--- src/hw/rtl/rsrt_pkg.sv ---
// Package for the in-place MSD radix sorter core.
// Holds payload structs, sequencer states, size constants and the byte select function.
// No dependencies.
package rsrt_pkg;

   localparam int MAX_KEYS_DEF  = 64;
   localparam int KEY_BYTES_DEF = 4;
   localparam int NUM_BUCKETS   = 256;
   localparam int STACK_DEPTH   = 256;
   localparam int BKT_W         = 8;
   localparam int CTR_W         = 9;
   localparam int POS_W         = 4;

   typedef struct packed {
      logic [31:0] key;
      logic        final_key;
   } req_data_type;

   typedef struct packed {
      logic [31:0] sorted_key;
      logic        last_out;
   } rsp_data_type;

   typedef enum logic [4:0] {
      ST_IDLE,
      ST_POP,
      ST_POP_RD,
      ST_CLR,
      ST_HIST,
      ST_HIST_RD,
      ST_HIST_INC,
      ST_PFX,
      ST_PFX_RD,
      ST_PERM_CHK,
      ST_P_INIT,
      ST_P_INIT2,
      ST_P_LOOP,
      ST_P_RD,
      ST_P_DST,
      ST_P_SW1,
      ST_P_SW2,
      ST_ADV,
      ST_ADV_RD,
      ST_ADV_CMP,
      ST_PUSH_INIT,
      ST_PUSH,
      ST_PUSH_RD1,
      ST_PUSH_RD2,
      ST_EMIT,
      ST_EMIT_RD
   } state_type;

   // byte pos counts from the least significant byte; bytes above the key read zero
   function automatic logic [BKT_W-1:0] byte_sel(logic [31:0] k, logic [POS_W-1:0] pos);
      logic [BKT_W-1:0] r;
      unique case (pos)
         4'd0:    r = k[7:0];
         4'd1:    r = k[15:8];
         4'd2:    r = k[23:16];
         4'd3:    r = k[31:24];
         default: r = '0;
      endcase
      return r;
   endfunction

endpackage

--- src/hw/rtl/rsrt_key_mem.sv ---
// Key store of the radix sorter: single port, read-first, registered read data.
// Depends on rsrt_pkg.
module rsrt_key_mem
   import rsrt_pkg::*;
#(
   parameter int MAX_KEYS = MAX_KEYS_DEF,
   localparam int ADDR_W  = $clog2(MAX_KEYS)
) (
   input  logic              clock,
   input  logic              we,
   input  logic [ADDR_W-1:0] addr,
   input  logic [31:0]       wdata,
   output logic [31:0]       rdata
);

   logic [31:0] mem [MAX_KEYS];
   logic [31:0] rdata_ff;

   always_ff @(posedge clock) begin
      if (we) begin
         mem[addr] <= wdata;
      end
      rdata_ff <= mem[addr];
   end

   assign rdata = rdata_ff;

endmodule

--- config.mk ---
export PLATFORM = sky130hd
export DESIGN_NAME = rsrt_key_mem
export DESIGN_NICKNAME = d
export VERILOG_FILES = /design/src/hw/rtl/rsrt_pkg.sv /design/src/hw/rtl/rsrt_key_mem.sv
export SDC_FILE = /design/constraint.sdc
export NUM_CORES = 2
export LEC_CHECK = 0
export BUFFER_PORTS_ARGS = -buffer_cell sky130_fd_sc_hd__buf_2
export CORE_MARGIN = 4
export CORE_UTILIZATION = 35
export CTS_CLUSTER_DIAMETER = 80
export DETAILED_ROUTE_END_ITERATION = 10
export GPL_TIMING_DRIVEN = 0
export SLEW_MARGIN = 15
export SYNTH_ARGS = -nofsm -noshare
export SYNTH_HDL_FRONTEND = slang
export SYNTH_SLANG_ARGS = --single-unit
--- constraint.sdc ---
create_clock -name clock -period 4.4 [get_ports clock]
set_input_delay 0.88 -clock clock [delete_from_list [all_inputs] [get_ports clock]]
set_output_delay 0.88 -clock clock [all_outputs]
set_load 0.03 [all_outputs]
**After elaboration in Yosys (flattened, before gate mapping)**

Memory sizes are Yosys's and may differ from the RTL's. A register that Yosys moved wholly into a read port is not among the register bits.
Index checks and enable logic that the tools add are counted.
Widths: inputs -> output; s select.

- Flip-flop bits (word level): 0
- Bits in writable memories: 2048
- Input bits: 40
- Output and inout bits: 32
- Word-level logic and storage cells: 3
- Memories kept: 1

- Multiplexer cells: 2

Memories:

| memory | depth | bits a word | read ports | clocked after memory_dff | wr ports | line | source |
|---|---|---|---|---|---|---|---|
| mem | 64 | 32 | 1 | 1 | 1 | rsrt_key_mem.sv:16 | `logic [31:0] mem [MAX_KEYS];` |

Operators by type and width:

| kind | count |
|---|---|
| $mux 1 | 2 |

**Longest topological paths before layout**

- Depth after elaboration: 2
- Depth in mapped cells: 13
- Gate-level depth less buffers: 6

**Worst setup path before layout**

OpenSTA, ideal clock, no wires.

- Path kind: input-to-reg
- Start point: input addr[2]
- End point: memory mem[15][0] (enable)
- Setup time: 0.421 ns
- Data arrival time: 3.698 ns
- Data required time: 3.979 ns
- Path slack: 0.281 ns
- Stages: 8
- Path buffers: 6
- Cell sequence: buf_2 buf_2 buf_2 buf_2 buf_2 buf_2 nand3_1 nor2_1

RTL lines:

| what | line | source |
|---|---|---|
| from (decl) | rsrt_key_mem.sv:11 | `input logic [ADDR_W-1:0] addr,` |
| to (decl) | rsrt_key_mem.sv:16 |  |

No word-level cell before the write port.

==> flow_summary_export.csv <==
group,metric,value,unit
outcome,status,"finished with violations",
outcome,violations,"negative setup slack",
timing,maxSlewHeadroom,17.3,%
cells_and_area,area_growth,17.4,%
timing,period_needed,4.57,ns
cells_and_area,final_util,41.2,%
setup_path,crit_fanout,10,
routing,first_pass_iters,7,
setup_path,arrival,5.15,ns
hold_path,hold_class,"in2reg",
placed_design,hpwlAfterDp,157000,um
pwr,power_frac_clock,41.2,%
timing,fin_ws,-0.171,ns
pwr,comb_power_share,6.0,%
cells_and_area,nNetsFinal,4691,
routing,vias,45400,
pwr,p_int,32.2,mW
timing,fmax,0.219,GHz
clock_network,clk_latency,0.86,ns
pwr,power.leakage,29.5,nW
clock_network,cts_tree,"built",
die,num_io_pins,72,
timing,final_max_slew_viol_count,0,
routing,ant_nets,0,
global_route,antenna_found_initial,23,
setup_path,worstSetupPathType,"in2reg",
clock_network,cts.sinks,2080,
global_route,overflow,0,
setup_path,cp.required,4.98,ns
clock_network,hold_buffers,0,
placed_design,post-place-ws,-1.52,ns
synth,synthFlopType,"edfxtp_1",
clock_network,cts-buffers-inserted,203,
global_route,grt_max_degree,65,
clock_network,clockBufferDepth,3,
timing,grt_setup_unrepaired,"yes",
synth,synth.net_count,4279,
timing,holdWs,0.427,ns
synth,synth.avg_cell_area,18.6,sq um
timing,fin_tns_setup,-1.53,ns
pwr,switching_share,22.6,%
die,die_area,233000,sq um
clock_network,cts_root_buf,"clkbuf_16",
routing,avgRoutedWirePerCell,31.1,um
clock_network,cts.clk_slew.worst_paths,0.06,ns
timing,final_hold_viol_count,0,
timing,timing.final.crit_share,104,%
routing,viasPerCell,5.80,
global_route,grt_usage,20.4,%
timing,skew,0.0539,ns
cells_and_area,drive_gt1_share,19.2,%
pwr,p_per_area,449,nW/um^2
global_route,grt_pass1_wl,338000,um
clock_network,ctsHtreeMaxLevel,4,
setup_path,setup.worst_path.start_class,"primary input",
flow_run,maxCapViolCount,0,
routing,drt_iter0_drc,6682,
setup_path,endpoint_kind,"flip-flop",
pwr,p_sw,9.41,mW
synth,seq_area_frac_synth,78.7,%
cells_and_area,fillCellCount,19800,
synth,syn_area,78900,sq um
routing,drc_errors,0,
synth,ys_warn_count,0,
timing,worstMarginPinSlew,1.24,ns
pwr,p_seq_share,52.8,%
synth,syn_inst,4239,
die,fp.dieH,483,um
die,rows,174,
placed_design,gp_congestion,0.944,
timing,setup_violations,87,
placed_design,io_buffer_count,70,
synth,synth_edf_count,2048,
die,core_area,225000,sq um
pwr,ir_drop,0.428,mV
pwr,power.total,41.6,mW
die,die_w,483,um
die,start_util,35.1,%
global_route,grt_pass1_vias,43700,
synth,synthArstFlopShare,0,%
synth,ys_types,56,
routing,wl,243000,um
synth,ys_seq_elements,2080,
[synth_stat cells (4+ instances only)]
library cell  number  area, sq um
a22oi_1          188         1410
a22o_1            66          578
or4_1             15          113
dfxtp_1           32          641
edfxtp_1        2048        61500
o22ai_1           93          582
a211oi_1          17          128
a222oi_1          16          160
buf_4              8         60.1
o2bb2ai_1         15          131
nand2_1           28          105
o221ai_1           6         52.6
nor2b_1            8         50.1
a221o_1           15          150
a31oi_1           43          269
or4b_1            14          140
buf_1             33          124
and2_1             5         31.3
nand3_1           54          270
o21ai_0           84          420
a221oi_1         175         1530
mux4_2            96         2160
mux2i_1          259         2590
mux2_2           147         1660
and3_1            85          532
clkbuf_1         168          631
a2111oi_0         15          131
o22a_1            70          613
buf_2             83          415
nor2_1           145          544
or3_1              4         25.0
nor3_1            22          110
nand2b_1          18          113
nor4_1            14         87.6
a21oi_1          121          606
[state kept, by name, indices dropped and copies added, names as in the netlist]
| register | count |
|---|---|
| rdata | 32 |
| mem | 2048 |
[critical path, cell delays in order]
cell,delay [ns]
buf_2,0.15
buf_2,0.51
inv_2,0.20
buf_2,0.31
clkbuf_1,0.50
buf_1,0.58
clkbuf_1,0.44
nand3_1,0.22
o311ai_0,0.16
a2111oi_1,0.70
nand4_1,0.47
[metrics by stage]
step / area (sq um) / instances
floorplan: 78900 / 4239
global placement: 83000 / 7301
detailed placement: 85100 / 7375
CTS: 92500 / 7810
global route: 92600 / 7820
finish: 92700 / 7826
[placed cells by master, fill, tap and decap left out, types with 31 or more instances in the layout]
master | synthesis | routed
nand3_1 | 54 | 51
edfxtp_1 | 2048 | 2048
buf_2 | 83 | 127
a21oi_1 | 121 | 121
nor2_4 | 0 | 64
a221oi_1 | 175 | 175
dfxtp_1 | 32 | 32
clkbuf_16 | 0 | 210
and3_1 | 85 | 85
o22a_1 | 70 | 70
mux2i_1 | 259 | 259
a22oi_1 | 188 | 188
clkbuf_1 | 168 | 213
o22ai_1 | 93 | 93
buf_4 | 8 | 78
mux4_2 | 96 | 96
clkinv_2 | 0 | 39
nor2_1 | 145 | 80
buf_1 | 33 | 31
clkinv_1 | 0 | 44
o21ai_0 | 84 | 84
a22o_1 | 66 | 66
a31oi_1 | 43 | 43
mux2_2 | 147 | 147
buf_12 | 3 | 84
[cell type report]
| type | instances | area (sq um) | area share (%) |
|---|---|---|---|
| Multi-Input combinational cell | 1859 | 16200 | 17.4 |
| Buffer | 297 | 1340 | 1.45 |
| Clock inverter | 110 | 1000 | 1.08 |
| Sequential cell | 2080 | 62100 | 67.1 |
| Antenna cell | 8 | 20.0 | 0.0216 |
| Inverter | 2 | 7.51 | 0.00810 |
| Clock buffer | 270 | 5560 | 6.00 |
| Tap cell | 2992 | 3740 | 4.04 |
| Timing Repair Buffer | 208 | 2690 | 2.90 |
[kinds of logic (layout without fill, tap and decap cells)]
family	after synthesis	after routing	synth area share, %
AO/OA/AOI/OAI	933	933	8.66
multiplexers	502	502	8.12
buffers and inverters	300	887	1.68
flip-flops	2080	2080	78.7
other	0	8	0
AND/OR/NAND/NOR	424	424	2.81
[worst paths after layout]
path                    start  slack, ns     endpoint  cells past startpoint
setup / recovery      addr[1]      -0.17     rdata[0]                     11
hold / removal      wdata[21]       0.43  mem[54][21]                      1
setup reg to reg  mem[23][13]       1.41    rdata[13]                      5
hold reg to reg    mem[4][12]       0.71    rdata[12]                      4
[routing by layer]
metal  share of wire [%]  vias to the layer above  GRT usage (%)
met1                  39                    23500           27.8
met3                  11                      548           4.16
met4                 4.8                        8           8.75
met2                  46                     2860           31.7
li1                    -                    18500              -
met5               0.017                        -              0
[what timing repair did]
item                                    CTS  global route
gates resized for setup                  21            11
gates cloned                              0             0
buffers inserted                         56             7
setup endpoints to repair              1050           119
endpoints found under the hold margin     0             0
pin swaps                                29             5
[power groups by stage]
stage | logic [mW] | clock network, mW | registers (mW)
detailed placement | 2.44 | 0 | 22.4
global route | 2.59 | 18.2 | 22.0
finish | 2.51 | 17.2 | 22.0
floorplan | 1.05 | 0 | 22.5
CTS | 2.47 | 17.3 | 22.0
global placement | 2.34 | 0 | 22.4
(Power assumes the default switching activity.)
